File: config.mk
export PLATFORM = sky130hd
export DESIGN_NAME = excitation_occupation_factor
export DESIGN_NICKNAME = d
export VERILOG_FILES = /design/src/sv/eof_pkg.sv /design/src/sv/eof_datapath.sv /design/src/sv/eof_ctrl.sv /design/src/sv/excitation_occupation_factor.sv
export VERILOG_INCLUDE_DIRS = /design/src /design/src/sv
export SDC_FILE = /design/constraint.sdc
export NUM_CORES = 1
export LEC_CHECK = 0
export BUFFER_PORTS_ARGS = -buffer_cell sky130_fd_sc_hd__buf_4
export CAP_MARGIN = 20
export CORE_MARGIN = 4
export CORE_UTILIZATION = 65
export CTS_BUF_LIST = sky130_fd_sc_hd__clkbuf_16
export DETAILED_ROUTE_END_ITERATION = 8
export GPL_ROUTABILITY_DRIVEN = 0
export GPL_TIMING_DRIVEN = 0
export PLACE_DENSITY = 0.95
export SLEW_MARGIN = 10
export SYNTH_ARGS = -nofsm -noshare
export SYNTH_HDL_FRONTEND = slang
export SYNTH_SLANG_ARGS = --single-unit
export TNS_END_PERCENT = 100
File: constraint.sdc
create_clock -name clock -period 17.2 [get_ports clock]
set_input_delay 2.58 -clock clock [delete_from_list [all_inputs] [get_ports clock]]
set_output_delay 2.58 -clock clock [all_outputs]
set_load 0.03 [all_outputs]
File: src/sv/excitation_occupation_factor_defines.svh
// Assertion macros shared by the excitation occupation factor RTL.
`ifndef EXCITATION_OCCUPATION_FACTOR_DEFINES_SVH
`define EXCITATION_OCCUPATION_FACTOR_DEFINES_SVH

// Same-cycle implication, disabled during reset.
`define EOF_ASSERT_IMPL(lbl, clk, rst, ante, cons, msg) \
   lbl: assert property (@(posedge clk) disable iff (rst) (ante) |-> (cons)) else $error(msg);

// Next-cycle implication, disabled during reset.
`define EOF_ASSERT_NEXT(lbl, clk, rst, ante, cons, msg) \
   lbl: assert property (@(posedge clk) disable iff (rst) (ante) |=> (cons)) else $error(msg);

`endif

File: src/sv/eof_pkg.sv
// Shared types, codes and decode functions for the excitation occupation factor block.
package eof_pkg;

   localparam int SITES_DEFAULT = 64;
   localparam int SITE_W        = 6;
   localparam int SITE_CODES    = 64;

   // request types
   localparam logic REQ_WRITE = 1'b0;
   localparam logic REQ_EVAL  = 1'b1;

   // commutation modes
   localparam logic [2:0] MODE_NONE    = 3'd0;
   localparam logic [2:0] MODE_CA      = 3'd1;
   localparam logic [2:0] MODE_AC      = 3'd2;
   localparam logic [2:0] MODE_CA_XFER = 3'd3;
   localparam logic [2:0] MODE_AC_XFER = 3'd4;

   // excitation types (O = other-spin term, S = same-spin term)
   localparam logic [2:0] EXC_NONE   = 3'd0;
   localparam logic [2:0] EXC_OA     = 3'd1;
   localparam logic [2:0] EXC_SASB   = 3'd2;
   localparam logic [2:0] EXC_OAOB   = 3'd3;
   localparam logic [2:0] EXC_OASB   = 3'd4;
   localparam logic [2:0] EXC_OISASB = 3'd5;
   localparam logic [2:0] EXC_OIOAOB = 3'd6;
   localparam logic [2:0] EXC_OIOASB = 3'd7;

   // term site selects
   localparam logic [1:0] SEL_A = 2'd0;
   localparam logic [1:0] SEL_B = 2'd1;
   localparam logic [1:0] SEL_I = 2'd2;

   typedef struct packed {
      logic [1:0] site_sel;
      logic       same;
   } eof_term_type;

   typedef struct packed {
      logic       load;
      logic       clr_step;
      logic       wr_en;
      logic       rd_en;
      logic       acc_en;
      logic       finish;
      logic [1:0] term_idx;
   } eof_cmd_type;

   typedef struct packed {
      logic       is_write;
      logic       mode_bad;
      logic [1:0] term_count;
      logic       clr_last;
   } eof_status_type;

   function automatic logic [1:0] term_count(input logic [2:0] exc, input logic same_site);
      logic [1:0] cnt;
      unique case (exc)
         EXC_NONE:                      cnt = 2'd0;
         EXC_OA:                        cnt = 2'd1;
         EXC_SASB:                      cnt = same_site ? 2'd1 : 2'd2;
         EXC_OAOB, EXC_OASB:            cnt = 2'd2;
         EXC_OISASB, EXC_OIOAOB,
         EXC_OIOASB:                    cnt = 2'd3;
         default:                       cnt = 2'd0;
      endcase
      return cnt;
   endfunction

   function automatic eof_term_type term_desc(input logic [2:0] exc, input logic [1:0] k);
      eof_term_type d;
      d.site_sel = SEL_A;
      d.same     = 1'b0;
      unique case (exc)
         EXC_SASB: begin
            d.site_sel = (k == 2'd0) ? SEL_A : SEL_B;
            d.same     = 1'b1;
         end
         EXC_OAOB: begin
            d.site_sel = (k == 2'd0) ? SEL_A : SEL_B;
         end
         EXC_OASB: begin
            d.site_sel = (k == 2'd0) ? SEL_A : SEL_B;
            d.same     = (k != 2'd0);
         end
         EXC_OISASB, EXC_OIOAOB, EXC_OIOASB: begin
            unique case (k)
               2'd0:    d.site_sel = SEL_I;
               2'd1:    d.site_sel = SEL_A;
               default: d.site_sel = SEL_B;
            endcase
            if (exc == EXC_OISASB) begin
               d.same = (k != 2'd0);
            end else if (exc == EXC_OIOASB) begin
               d.same = (k == 2'd2);
            end
         end
         default: begin
            d.site_sel = SEL_A;
            d.same     = 1'b0;
         end
      endcase
      return d;
   endfunction

endpackage

File: src/sv/eof_datapath.sv
// Datapath: request registers, occupancy memory, term arithmetic and result registers.
module eof_datapath #(
   parameter int SITES = eof_pkg::SITES_DEFAULT
) (
   input  logic                   clock,
   input  logic                   reset,
   input  eof_pkg::eof_cmd_type   cmd,
   output eof_pkg::eof_status_type status,
   input  logic                   req_type,
   input  logic                   req_occ_value,
   input  logic [2:0]             req_mode,
   input  logic [2:0]             req_exc_type,
   input  logic [5:0]             req_site_a,
   input  logic [5:0]             req_site_b,
   input  logic [5:0]             req_site_i,
   input  logic [5:0]             req_site_j,
   input  logic                   req_spin_s,
   input  logic [5:0]             req_site_m,
   input  logic [5:0]             req_site_n,
   input  logic                   req_spin_u,
   output logic signed [5:0]      rsp_factor,
   output logic                   rsp_bad_mode
);

   localparam int Depth = 2 * SITES;
   localparam int AddrW = $clog2(Depth);
   localparam logic [AddrW-1:0] SpinOff  = AddrW'(SITES);
   localparam logic [AddrW-1:0] LastAddr = AddrW'(Depth - 1);

   // site modulo SITES, worked out at elaboration
   logic [AddrW-1:0] site_mod [eof_pkg::SITE_CODES];
   for (genvar k = 0; k < eof_pkg::SITE_CODES; k++) begin : g_mod
      localparam int ModK = k % SITES;
      assign site_mod[k] = AddrW'(ModK);
   end

   // request registers
   logic       type_ff, occ_ff, spin_s_ff, spin_u_ff;
   logic [2:0] mode_ff, exc_ff;
   logic [5:0] site_a_ff, site_b_ff, site_i_ff, site_j_ff, site_m_ff, site_n_ff;

   always_ff @(posedge clock) begin
      if (cmd.load) begin
         type_ff   <= req_type;
         occ_ff    <= req_occ_value;
         mode_ff   <= req_mode;
         exc_ff    <= req_exc_type;
         site_a_ff <= req_site_a;
         site_b_ff <= req_site_b;
         site_i_ff <= req_site_i;
         site_j_ff <= req_site_j;
         spin_s_ff <= req_spin_s;
         site_m_ff <= req_site_m;
         site_n_ff <= req_site_n;
         spin_u_ff <= req_spin_u;
      end
   end

   // clear sweep counter
   logic [AddrW-1:0] clr_addr_ff, clr_addr_in;

   always_comb begin
      clr_addr_in = clr_addr_ff;
      if (cmd.clr_step) begin
         clr_addr_in = clr_addr_ff + AddrW'(1);
      end
   end

   always_ff @(posedge clock) begin
      if (reset) begin
         clr_addr_ff <= '0;
      end else begin
         clr_addr_ff <= clr_addr_in;
      end
   end

   // current term
   eof_pkg::eof_term_type desc;
   logic [5:0]            term_site;
   logic                  term_spin;

   always_comb begin
      desc = eof_pkg::term_desc(exc_ff, cmd.term_idx);
      unique case (desc.site_sel)
         eof_pkg::SEL_A: term_site = site_a_ff;
         eof_pkg::SEL_B: term_site = site_b_ff;
         eof_pkg::SEL_I: term_site = site_i_ff;
         default:        term_site = site_a_ff;
      endcase
      term_spin = desc.same ? spin_s_ff : ~spin_s_ff;
   end

   // occupancy memory
   logic             mem [Depth];
   logic             rd_data_ff;
   logic [AddrW-1:0] rd_addr, wr_addr;
   logic             wr_data, wr_any;

   assign rd_addr = (term_spin ? SpinOff : '0) + site_mod[term_site];
   assign wr_any  = cmd.clr_step | cmd.wr_en;
   assign wr_addr = cmd.clr_step ? clr_addr_ff
                                 : ((spin_s_ff ? SpinOff : '0) + site_mod[site_a_ff]);
   assign wr_data = cmd.clr_step ? 1'b0 : occ_ff;

   always_ff @(posedge clock) begin
      if (wr_any) begin
         mem[wr_addr] <= wr_data;
      end
      if (cmd.rd_en) begin
         rd_data_ff <= mem[rd_addr];
      end
   end

   // mode decode
   logic xfer_en, hop_pos, hop_neg, mode_bad;

   always_comb begin
      xfer_en  = (mode_ff == eof_pkg::MODE_CA_XFER) || (mode_ff == eof_pkg::MODE_AC_XFER);
      hop_pos  = (mode_ff == eof_pkg::MODE_CA) || (mode_ff == eof_pkg::MODE_CA_XFER);
      hop_neg  = (mode_ff == eof_pkg::MODE_AC) || (mode_ff == eof_pkg::MODE_AC_XFER);
      mode_bad = (mode_ff > eof_pkg::MODE_AC_XFER);
   end

   // term value: stored bit plus delta corrections, range -2..3
   logic signed [2:0] xfer_part, hop_diff, hop_part, term_val;

   always_comb begin
      xfer_part = 3'sd0;
      if (xfer_en && (spin_u_ff == term_spin)) begin
         xfer_part = $signed({2'b00, term_site == site_m_ff})
                   - $signed({2'b00, term_site == site_n_ff});
      end
      hop_diff = $signed({2'b00, term_site == site_i_ff})
               - $signed({2'b00, term_site == site_j_ff});
      hop_part = 3'sd0;
      if (desc.same && hop_pos) begin
         hop_part = hop_diff;
      end else if (desc.same && hop_neg) begin
         hop_part = -hop_diff;
      end
      term_val = $signed({2'b00, rd_data_ff}) + xfer_part + hop_part;
   end

   // running product
   logic signed [5:0] acc_ff, acc_in;
   logic signed [8:0] prod;

   assign prod = 9'(acc_ff) * 9'(term_val);

   always_comb begin
      acc_in = acc_ff;
      if (cmd.load) begin
         acc_in = 6'sd1;
      end else if (cmd.acc_en) begin
         acc_in = $signed(prod[5:0]);
      end
   end

   always_ff @(posedge clock) begin
      acc_ff <= acc_in;
   end

   // result registers
   logic signed [5:0] factor_ff;
   logic              bad_ff;

   always_ff @(posedge clock) begin
      if (cmd.finish) begin
         factor_ff <= ((type_ff == eof_pkg::REQ_WRITE) || mode_bad) ? 6'sd0 : acc_ff;
         bad_ff    <= (type_ff == eof_pkg::REQ_EVAL) && mode_bad;
      end
   end

   assign rsp_factor   = factor_ff;
   assign rsp_bad_mode = bad_ff;

   always_comb begin
      status.is_write   = (type_ff == eof_pkg::REQ_WRITE);
      status.mode_bad   = mode_bad;
      status.term_count = eof_pkg::term_count(exc_ff, site_a_ff == site_b_ff);
      status.clr_last   = (clr_addr_ff == LastAddr);
   end

endmodule

File: src/sv/eof_ctrl.sv
// Controller: sequences clearing, decode, per-term reads and result strobe.
`include "excitation_occupation_factor_defines.svh"

module eof_ctrl (
   input  logic                    clock,
   input  logic                    reset,
   input  logic                    start,
   output logic                    busy,
   output logic                    rsp_valid,
   output eof_pkg::eof_cmd_type    cmd,
   input  eof_pkg::eof_status_type status
);

   localparam logic [2:0] ST_CLEAR  = 3'd0;
   localparam logic [2:0] ST_IDLE   = 3'd1;
   localparam logic [2:0] ST_DECODE = 3'd2;
   localparam logic [2:0] ST_READ   = 3'd3;
   localparam logic [2:0] ST_ACC    = 3'd4;
   localparam logic [2:0] ST_FINISH = 3'd5;

   logic [2:0] state_ff, state_in;
   logic [1:0] k_ff, k_in;
   logic       valid_ff, valid_in;

   always_comb begin
      state_in = state_ff;
      k_in     = k_ff;
      valid_in = 1'b0;
      cmd      = '0;
      cmd.term_idx = k_ff;
      unique case (state_ff)
         ST_CLEAR: begin
            cmd.clr_step = 1'b1;
            if (status.clr_last) begin
               state_in = ST_IDLE;
            end
         end
         ST_IDLE: begin
            if (start) begin
               cmd.load = 1'b1;
               state_in = ST_DECODE;
            end
         end
         ST_DECODE: begin
            k_in = 2'd0;
            priority if (status.is_write) begin
               cmd.wr_en = 1'b1;
               state_in  = ST_FINISH;
            end else if (status.mode_bad || (status.term_count == 2'd0)) begin
               state_in  = ST_FINISH;
            end else begin
               state_in  = ST_READ;
            end
         end
         ST_READ: begin
            cmd.rd_en = 1'b1;
            state_in  = ST_ACC;
         end
         ST_ACC: begin
            cmd.acc_en = 1'b1;
            k_in       = k_ff + 2'd1;
            if (k_ff == status.term_count - 2'd1) begin
               state_in = ST_FINISH;
            end else begin
               state_in = ST_READ;
            end
         end
         ST_FINISH: begin
            cmd.finish = 1'b1;
            valid_in   = 1'b1;
            state_in   = ST_IDLE;
         end
         default: begin
            state_in = ST_IDLE;
         end
      endcase
   end

   always_ff @(posedge clock) begin
      if (reset) begin
         state_ff <= ST_CLEAR;
         k_ff     <= 2'd0;
         valid_ff <= 1'b0;
      end else begin
         state_ff <= state_in;
         k_ff     <= k_in;
         valid_ff <= valid_in;
      end
   end

   assign busy      = (state_ff != ST_IDLE);
   assign rsp_valid = valid_ff;

   `EOF_ASSERT_NEXT(a_strobe_single, clock, reset, valid_ff, !valid_ff, "result strobe held two cycles")
   `EOF_ASSERT_NEXT(a_accept_busy, clock, reset, start && !busy, busy, "accepted transaction did not raise busy")
   `EOF_ASSERT_IMPL(a_clear_quiet, clock, reset, state_ff == ST_CLEAR, !valid_ff && !cmd.rd_en, "activity during clear sweep")
   `EOF_ASSERT_IMPL(a_term_range, clock, reset, state_ff == ST_ACC, k_ff < status.term_count, "term index past term count")

endmodule

File: src/sv/excitation_occupation_factor.sv
// Top level of the excitation occupation factor block: controller plus datapath.
//
//   channel   ports                         handshake
//   --------  ----------------------------  ------------------------------------
//   request   req_type .. req_spin_u         accepted on start && !busy
//   result    rsp_factor, rsp_bad_mode       valid while rsp_valid, one cycle
//
// Sequence: a write goes through decode, where the memory is written, and finish
//   to the strobe; an evaluate also does, for each of T occupation terms (0..3),
//   one read of the occupancy memory and one multiply step. Invalid mode codes
//   go from decode to finish. busy drops the cycle the result shows.
// Reset: synchronous; afterwards a clearing sweep zeroes the occupancy memory,
//   all 2*SITES entries, one entry per cycle, with busy high.
// Stalls: the receiver cannot stall; rsp_valid flags each result for one cycle.
module excitation_occupation_factor #(
   parameter int SITES = eof_pkg::SITES_DEFAULT
) (
   input  logic              clock,
   input  logic              reset,
   input  logic              start,
   output logic              busy,
   input  logic              req_type,
   input  logic              req_occ_value,
   input  logic [2:0]        req_mode,
   input  logic [2:0]        req_exc_type,
   input  logic [5:0]        req_site_a,
   input  logic [5:0]        req_site_b,
   input  logic [5:0]        req_site_i,
   input  logic [5:0]        req_site_j,
   input  logic              req_spin_s,
   input  logic [5:0]        req_site_m,
   input  logic [5:0]        req_site_n,
   input  logic              req_spin_u,
   output logic              rsp_valid,
   output logic signed [5:0] rsp_factor,
   output logic              rsp_bad_mode
);

   // command and status between controller and datapath
   eof_pkg::eof_cmd_type    cmd;
   eof_pkg::eof_status_type status;

   eof_ctrl u_ctrl (
      .clock     (clock),
      .reset     (reset),
      .start     (start),
      .busy      (busy),
      .rsp_valid (rsp_valid),
      .cmd       (cmd),
      .status    (status)
   );

   // request fields are latched on accept; results stay put until the next transaction
   eof_datapath #(
      .SITES (SITES)
   ) u_datapath (
      .clock         (clock),
      .reset         (reset),
      .cmd           (cmd),
      .status        (status),
      .req_type      (req_type),
      .req_occ_value (req_occ_value),
      .req_mode      (req_mode),
      .req_exc_type  (req_exc_type),
      .req_site_a    (req_site_a),
      .req_site_b    (req_site_b),
      .req_site_i    (req_site_i),
      .req_site_j    (req_site_j),
      .req_spin_s    (req_spin_s),
      .req_site_m    (req_site_m),
      .req_site_n    (req_site_n),
      .req_spin_u    (req_spin_u),
      .rsp_factor    (rsp_factor),
      .rsp_bad_mode  (rsp_bad_mode)
   );

endmodule
* Word-level counts from Yosys, hierarchy flattened
Memories as Yosys holds them, arrays and structs flattened. A register that Yosys moved wholly into a read port is not among the register bits.
Cells that the tools add are included.
** Storage, ports and cells
- Bits in registers :: 72
- Bits in latches :: 0
- RAM bits :: 128
- ROM bits :: 896
- Input port bits :: 49
- Output and inout port bits :: 9
- Word-level logic and storage cells :: 129
- Memories :: 3
** Memory list
- (name not given) :: depth 64, bits a word 7, rd ports 1, clocked after Yosys merged registers in 0, write ports 0, RTL line eof_datapath.sv:99 : assign rd_addr = (term_spin ? SpinOff : '0) + site_mod[term_site];
- (name not given) :: depth 64, bits a word 7, rd ports 1, clocked after Yosys merged registers in 0, write ports 0, RTL line eof_datapath.sv:102 : : ((spin_s_ff ? SpinOff : '0) + site_mod[site_a_ff]);
- u_datapath.mem :: depth 128, bits a word 1, rd ports 1, clocked after Yosys merged registers in 1, write ports 1, RTL line eof_datapath.sv:94 : logic mem [Depth];
** Cells by class
- Add/subtract/negate cells :: 10
- $mul :: 1
- Div/mod/pow operators :: 0
- $lt $le $gt $ge :: 3
- Eq/ne operators :: 31
- Shifts and indexed selects :: 0
- Muxes and demuxes :: 38
- Bitwise logic cells :: 5
- Reduce and logical (&&, ||, !) cells :: 19
** Operators with widths (number)
- 7-bit 2-to-1 mux :: 7
- 6-bit == test :: 5
- 3-bit 2-to-1 mux :: 8
- 3-bit == test, second input constant :: 7
- 3-bit by 2-bit == test with 1-bit output, second input constant :: 6
- 1-bit 2-to-1 mux :: 15
- 3-bit case mux with 5 select lines :: 1
- 7-bit adder :: 2
- 7-bit greater-or-equal comparator, second input constant :: 2
- 6-bit NOT with 7-bit output :: 2
- 2-bit case mux with 2 select lines :: 3
- 6-bit case mux with 2 select lines :: 1
- 2-bit case mux with 5 select lines :: 1
- 3-bit by 1-bit == test with 1-bit output, second input constant :: 3
- 7-bit by 1-bit adder with 7-bit output, second input constant :: 1
- 7-bit == test, second input constant :: 1
- 3-bit logical NOT :: 2
- 6-bit by 3-bit multiplier with 6-bit output :: 1
- 3-bit OR reduction :: 2
- 1-bit logical OR :: 5
- 2-bit by 1-bit == test with 1-bit output, second input constant :: 2
- 2-bit == test, second input constant :: 2
- 1-bit logical AND :: 4
- 2-bit logical NOT :: 2
- other kinds (18) :: 22

* Depth between registers and ports, before layout
Gate-level depths: netlist of the first run.
- Depth after elaboration :: 12
- Mapped depth :: 35
- Depth with buffers taken out :: 31

* Hierarchy
A second synthesis of the first run with hierarchy kept.
** Unflattened totals
- Cells, all modules :: 800
- Area total of the unflattened synthesis :: 9653.0 sq um
** By module, submodules not included
- eof_datapath :: instances 1, cells each 750, area each 9236.4 sq um, seq. area each 5725.5 sq um
- eof_ctrl :: instances 1, cells each 50, area each 416.6 sq um, seq. area each 120.1 sq um

* Worst setup path after synthesis of the first run
Ideal clock, no wire load.
- Path kind :: register to register
- From :: register u_datapath.exc_ff[1]
- To :: register u_datapath.acc_ff[5]
- Setup time :: 0.193 ns
- Arrival time :: 7.071 ns
- Required time :: 17.007 ns
- Setup slack :: 9.936 ns
- Stages on the path, launching flop included :: 29
- Buffers on the path :: 3
- Clock period less this slack :: 7.264 ns
- Cells stage by stage :: edfxtp_1 or2_2 and3_1 nor3_1 ha_1 buf_6 a221o_1 o21a_2 buf_6 buf_2 xnor2_1 nand2_1 or4_1 ha_1 or4_1 fa_1 inv_1 fa_1 and2_1 fa_1 ha_1 ha_1 fa_1 xnor2_1 xnor2_1 xnor2_1 o21ai_0 a22oi_1 nor2_1
** Between the ends
- Word-level cells in the longest chain between the ends :: 12
- Elaborated cells on any way between the ends :: 33
- Those cells by class :: 5 x add/sub; 1 x mul; 13 x eq/ne; 9 x mux; 5 x reduce/logical
** Ends and longest elaborated chain
- from (decl) :: RTL line eof_datapath.sv:39 : logic [2:0] mode_ff, exc_ff;
- from (signal assigned) :: RTL line eof_datapath.sv:47 : exc_ff <= req_exc_type;
- 3-bit == test (tied with other cells) :: RTL line eof_pkg.sv:74 : unique case (exc)
- 3-bit OR reduction (on tied branches)
- 2-bit case mux with 2 select lines :: RTL line eof_pkg.sv:74
- 2-bit == test or 2-bit by 1-bit == test with 1-bit output (tied branches) :: RTL line eof_datapath.sv:84 : unique case (desc.site_sel)
- 6-bit case mux with 2 select lines :: RTL line eof_datapath.sv:84
- 6-bit == test (on tied branches) :: RTL line eof_datapath.sv:133, eof_datapath.sv:134
- 1-bit by 1-bit subtractor with 2-bit output :: RTL line eof_datapath.sv:134 : - $signed({2'b00, term_site == site_j_ff});
- 3-bit negator :: RTL line eof_datapath.sv:139 : hop_part = -hop_diff;
- 3-bit 2-to-1 mux :: RTL line eof_datapath.sv:138 : end else if (desc.same && hop_neg) begin
- 3-bit 2-to-1 mux :: RTL line eof_datapath.sv:136 : if (desc.same && hop_pos) begin
- 3-bit adder (*) :: RTL line eof_datapath.sv:141 : term_val = $signed({2'b00, rd_data_ff}) + xfer_part + hop_part;
- 6-bit by 3-bit multiplier with 6-bit output (*) :: RTL line eof_datapath.sv:148 : assign prod = 9'(acc_ff) * 9'(term_val);
- to (signal assigned) :: RTL line eof_datapath.sv:160 : acc_ff <= acc_in;
- to (decl) :: RTL line eof_datapath.sv:145 : logic signed [5:0] acc_ff, acc_in;
Every way passes the cells marked *; elsewhere a longest branch is shown, timed or not.
A chain may end at the register's enable or synchronous reset.

* Worst setup path after layout of the first run
Ends and elaborated chain as after synthesis.

==> run_results.csv, run 1 <==
group,metric,value,unit
global_route,grt_start_max_net_pins,56,
pwr,fin_total_pwr,1.06,mW
final_layout,nets,950,
clocking,h-tree-depth,1,
final_layout,final_cell_area,11200,um2
synthesis,synth_area_leaders,"edfxtp_1 (56%), nor2_1 (6.2%), dfxtp_1 (3.9%), mux4_2 (3.5%), nand2_1 (2.8%)",
clocking,cts_sinks,201,
synthesis,ys_async_sr_fraction,0,
clocking,clkLatencyLatePin,0.51,ns
synthesis,yosysSeqAreaShare,0.604,
hold_path,hold_class,"reg -> reg",
final_layout,multiInputGateArea,3560,um2
clocking,numCtsBuffers,21,
global_route,antenna_found_initial,0,
drt,dr.pass1.iters,7,
final_layout,fin_util,0.766,
sta,setup_viol,0,
clocking,clock_path_buffers,3,
synthesis,ys_ff_latch,201,
floorplanning,ios,58,
sta,finalCritPeriodShare,0.484,
final_layout,seqCellArea,5850,um2
synthesis,synth_area_per_cell,12.2,um2
critical_path,critPathKind,"reg -> reg",
job,drv_cap,0,
sta,setup_tns,0,ns
drt,num_vias,7368,
floorplanning,initial_core_util,0.664,
drt,routed_wl,26000,um
drt,drc,0,
run_status,status,"finished, final reports clean",
sta,period_minus_slack,8.33,ns
synthesis,synth_area_leader_cell,"edfxtp_1",
global_route,first_global_vias,7247,
drt,vias_per_cell,6.83,
critical_path,crit_path_end_kind,"flip-flop",
sta,rsz0062_at_grt,"false",
critical_path,critPathSlowestCell,"or4_1",
floorplanning,fp.dieH,130,um
critical_path,cpPeakStageDelay,0.54,ns
global_route,track_usage,0.313,
synthesis,netlist_instances,794,
global_route,grt.overflow.total,0,
floorplanning,dieArea,16900,um2
synthesis,synth_area,9680,um2
synthesis,ys_types,65,
floorplanning,fp-row-count,44,
clocking,ctsResizeCount,0,
clocking,clk_transition_reported_paths,0.07,ns
sta,fin_skew,0.0259,ns
pwr,peakVddDrop,62.9,uV
sta,hold_ws,0.526,ns
synthesis,ys_warn_count,0,
sta,fmax,120,MHz
sta,setup_ws,8.87,ns
sta,slew_headroom,0.277,
synthesis,synth_edf_count,182,
synthesis,synthesis.nets,865,
critical_path,cp-start-kind,"flip-flop",
critical_path,critPathMaxFanout,10,
clocking,postCtsSetupRepairBufs,0,
sta,hold_violations,0,
drt,first_iter_violations,1334,
place,dp_slack,9.16,ns
place,placed_cells,1038,
final_layout,syn2layout_area_growth,15.4,%
final_layout,fin_cells,1078,
sta,tightest_slew,1.08,ns
critical_path,cp.arrival,8.71,ns
clocking,postCtsHoldBufs,0,
floorplanning,die_x,130,um
synthesis,synth_top_cell_area_share,0.564,
place,place_hpwl,16100,um
critical_path,required,17.58,ns
final_layout,drive_gt1_frac,0.163,
clocking,tritoncts,"done",
drt,postRouteAntennaNets,0,
final_layout,fill_cells,722,
pwr,power_density,94.5,nW/um2
place,io_buffer_count,57,
sta,drv_slew,0,
floorplanning,core_region_area,14600,um2
synthesis,ys.flop_type,"edfxtp_1",
drt,routedWlPerCell,24.1,um
synthesis,yosysMostFrequentCell,"edfxtp_1",
pwr,p_leak,3.83,nW
synthesis,netlist_top_cells_count,"edfxtp_1 (182), nor2_1 (160), nand2_1 (71)",
final_layout,antenna_cells,0,
place,dpl-instance-area,10400,um2
global_route,grt_pass1_wl,40100,um
clocking,ctsRootBufferMaster,"clkbuf_16",
## path summary, 6_finish.rpt
path,startpoint,to,slack [ns],depth (start not counted)
setup / recovery,u_datapath.exc_ff[1],u_datapath.acc_ff[5],8.87,29
hold / removal,u_datapath.clr_addr_ff[1],u_datapath.clr_addr_ff[1],0.53,2
setup reg to reg,u_datapath.exc_ff[1],u_datapath.acc_ff[5],8.87,29
hold reg to reg,u_datapath.clr_addr_ff[1],u_datapath.clr_addr_ff[1],0.53,2
## layout make-up
class | instances | area share
clock buffers | 21 | 0.0470
clock inverters | 17 | 0.0194
repair buffers | 62 | 0.0455
plain buffers | 35 | 0.0197
well taps | 184 | 0.0206
multi-input cells | 541 | 0.319
flip-flops and latches | 201 | 0.523
inverters | 17 | 0.00571
## critical path, delay by kind of cell (launching register included)
family | cells | cell delay (ns)
compound gates | 4 | 0.64
xor+xnor | 4 | 0.78
fa+ha+maj | 8 | 2.90
buf+inv | 5 | 1.20
flops | 1 | 0.48
simple gates | 8 | 2.19
## metal layers
layer  track usage  wire [um]  up-vias
li1              -          -     3075
met1         0.400       8520     3470
met2         0.514      12700      669
met3        0.0741       3350      154
met4         0.141       1430        0
met5             0          0        -
## cells by family (layout without fill, tap and decap cells)
logic type                 Yosys count  in the layout  share of synthesized area
and+or+nand+nor                    331            331                      0.154
AOI/OAI and AO/OA                  118            118                     0.0898
DFF                                201            201                      0.604
muxes                               28             28                     0.0519
buffers and inverters               52            152                     0.0292
adders and majority gates           22             22                     0.0338
xor gates and xnor gates            42             42                     0.0380
## power by group
part | switching (mW) | internal [mW] | total (mW)
sequential | 0.00418 | 0.531 | 0.535
clock | 0.190 | 0.299 | 0.489
combinational | 0.0187 | 0.0134 | 0.0321
## state kept, by name, indices dropped and copies added (netlist names), 2 cells and up
signal	cells
u_datapath.site_n_ff	6
u_datapath.site_b_ff	6
u_ctrl.k_ff	2
u_datapath.mem	128
u_datapath.site_j_ff	6
u_ctrl.state_ff	3
u_datapath.mode_ff	3
u_datapath.site_m_ff	6
u_datapath.exc_ff	3
u_datapath.rsp_factor	6
u_datapath.clr_addr_ff	7
u_datapath.site_i_ff	6
u_datapath.acc_ff	6
u_datapath.site_a_ff	6
## cells in the final DEF (no fill, tap or decap), types with 10 or more instances in the layout
cell type  instances
nand2b_1          10
o21ai_0           19
edfxtp_1         182
clkbuf_1          17
dfxtp_1           19
nand3_1           17
buf_4             61
a21oi_1           21
mux4_2            15
clkbuf_16         21
ha_1              15
a211oi_1          14
xnor2_1           30
xor2_1            12
and3_1            11
nor2_1           160
nand2_1           71
inv_1             18
Note: power is estimated with default switching activity, not from simulation.
==> run 2: changes to the inputs <==
--- a/config.mk
+++ b/config.mk
@@ -9,12 +9,12 @@
 export BUFFER_PORTS_ARGS = -buffer_cell sky130_fd_sc_hd__buf_4
 export CAP_MARGIN = 20
 export CORE_MARGIN = 4
-export CORE_UTILIZATION = 65
+export CORE_UTILIZATION = 61
 export CTS_BUF_LIST = sky130_fd_sc_hd__clkbuf_16
 export DETAILED_ROUTE_END_ITERATION = 8
 export GPL_ROUTABILITY_DRIVEN = 0
 export GPL_TIMING_DRIVEN = 0
-export PLACE_DENSITY = 0.95
+export PLACE_DENSITY = 0.92
 export SLEW_MARGIN = 10
 export SYNTH_ARGS = -nofsm -noshare
 export SYNTH_HDL_FRONTEND = slang
==> constraint.sdc (replaced) <==
create_clock -name clock -period 8.3 [get_ports clock]
set_input_delay 1.245 -clock clock [delete_from_list [all_inputs] [get_ports clock]]
set_output_delay 1.245 -clock clock [all_outputs]
set_load 0.03 [all_outputs]
==> run_results.csv, run 2 (synthesis results as in run 1) <==
group,metric,value,unit
run_status,status,"finished, final reports clean",
floorplanning,dieArea,18000,um2
sta,finalCritPeriodShare,0.967,
clocking,cts_sinks,201,
floorplanning,ios,58,
pwr,fin_total_pwr,2.14,mW
global_route,met3_usage,0.0615,
clocking,h-tree-depth,1,
critical_path,cpPeakStageDelay,0.59,ns
global_route,track_usage,0.277,
global_route,grt.busiest_layer,"met2",
drt,num_vias,7164,
drt,postRouteAntennaNets,0,
drt,drc,0,
floorplanning,core_region_area,15400,um2
place,place_hpwl,16100,um
drt,routed_wl,25100,um
global_route,first_global_vias,7225,
clocking,clock_path_buffers,3,
sta,fmax,125,MHz
drt,first_iter_violations,1288,
floorplanning,die_x,134,um
job,drv_cap,0,
global_route,grt_start_max_net_pins,37,
final_layout,final_cell_area,11200,um2
final_layout,fin_cells,1106,
drt,routedWlPerCell,22.7,um
critical_path,required,8.69,ns
sta,hold_violations,0,
final_layout,reg.largest.list,"u_datapath.mem (128), u_datapath.clr_addr_ff (7)",
clocking,numCtsBuffers,22,
final_layout,seqCellArea,5850,um2
final_layout,multiInputGateArea,3580,um2
global_route,grt_pass1_wl,38600,um
final_layout,antenna_cells,0,
sta,period_minus_slack,8.03,ns
pwr,p_sw,0.436,mW
final_layout,drive_gt1_frac,0.164,
floorplanning,fp-row-count,45,
pwr,p_sw_frac,0.204,
sta,fin_skew,0.0174,ns
critical_path,critPathMaxFanout,10,
final_layout,largest_register,"u_datapath.mem",
global_route,use_met2,0.466,
final_layout,nets,952,
pwr,p_leak,3.84,nW
critical_path,critPathKind,"reg -> reg",
sta,slew_headroom,0.234,
pwr,p_comb_frac,0.031,
sta,drv_slew,0,
global_route,grt.overflow.total,0,
final_layout,largest_register_ffs,128,
pwr,internal_power,1.70,mW
final_layout,syn2layout_area_growth,16.0,%
critical_path,crit_path_end_kind,"flip-flop",
pwr,pwr-share-clk,0.452,
final_layout,mostFrequentLayoutCell,"edfxtp_1",
clocking,ctsRootBufferMaster,"clkbuf_16",
final_layout,final_cell_mix,"edfxtp_1 (182), nor2_1 (160), nand2_1 (71)",
clocking,tritoncts,"done",
pwr,power_density,190,nW/um2
place,placed_cells,1066,
drt,vias_per_cell,6.48,
drt,dr.pass1.iters,8,
final_layout,fill_cells,918,
global_route,grtUsageMet1,0.345,
clocking,clk_transition_reported_paths,0.06,ns
global_route,antenna_found_initial,0,
place,dpl-instance-area,10500,um2
hold_path,hold_class,"reg -> reg",
critical_path,critPathSlowestCell,"or4_1",
sta,hold_ws,0.525,ns
final_layout,fin_util,0.731,
critical_path,cp.arrival,8.42,ns
clocking,clkLatencyLatePin,0.51,ns
floorplanning,fp.dieH,134,um
critical_path,cp-start-kind,"flip-flop",
sta,setup_viol,0,
sta,tightest_slew,1.14,ns
pwr,power_frac_seq,0.518,
pwr,peakVddDrop,178,uV
floorplanning,initial_core_util,0.630,
place,io_buffer_count,57,
run 2: cell types whose count changed in the layout (fill, tap and decap cells not counted), sizes merged:
cell      change
bufinv        -2
clkbuf        +2
clkinv        -2
inv           +2
clkinvlp      +1
run 2: what timing repair did:
action | 4_1_cts | 5_1_grt
gates resized for setup | 0 | 6
setup buffers | 0 | 1
endpoints found under the setup margin | 0 | 1
hold buffers | 0 | 0
run 2: metal layers:
metal | share of wire | vias up
li1 | - | 3083
met1 | 0.35 | 3385
met2 | 0.48 | 556
met3 | 0.11 | 140
met4 | 0.055 | 0
met5 | 0 | -
run 2: power by group through the flow:
| stage | clock network [mW] | logic [mW] | registers (mW) |
|---|---|---|---|
| after floorplan | 0 | 0.0307 | 1.13 |
| after global placement | 0 | 0.0605 | 1.13 |
| after detailed placement | 0 | 0.0630 | 1.13 |
| after CTS | 0.974 | 0.0638 | 1.11 |
| after global routing | 1.02 | 0.0693 | 1.11 |
| final | 0.966 | 0.0658 | 1.11 |
run 2: final timing paths:
check                       startpoint              endpoint  slack, ns  cells past startpoint
setup / recovery  u_datapath.exc_ff[0]  u_datapath.acc_ff[5]       0.27                     28
hold / removal    u_datapath.acc_ff[3]  u_datapath.acc_ff[3]       0.53                      2
setup reg to reg  u_datapath.exc_ff[0]  u_datapath.acc_ff[5]       0.27                     28
hold reg to reg   u_datapath.acc_ff[3]  u_datapath.acc_ff[3]       0.53                      2
run 2: worst max-delay path, delay by kind of cell, from the launching register on:
| family | cells | cell delay (ns) |
|---|---|---|
| flops | 1 | 0.45 |
| buf+inv | 4 | 0.63 |
| compound gates | 4 | 0.76 |
| fa+ha+maj | 8 | 2.95 |
| xor+xnor | 4 | 0.75 |
| simple gates | 8 | 2.33 |
run 2: through the flow:
stage,setup slack (ns),setup TNS [ns]
after global placement,0.360,0
after floorplan,1.04,0
after detailed placement,0.214,0
after CTS,0.0621,0
final,0.271,0
after global routing,-0.00234,-0.00234
run 2: layout make-up:
cell class                      instances  share of cell area
Sequential cell                       201               0.520
Multi-Input combinational cell        541               0.318
Clock buffer                           22              0.0490
Timing Repair Buffer                   63              0.0486
Tap cell                              211              0.0235
Buffer                                 35              0.0200
Clock inverter                         16              0.0146
Inverter                               17             0.00568
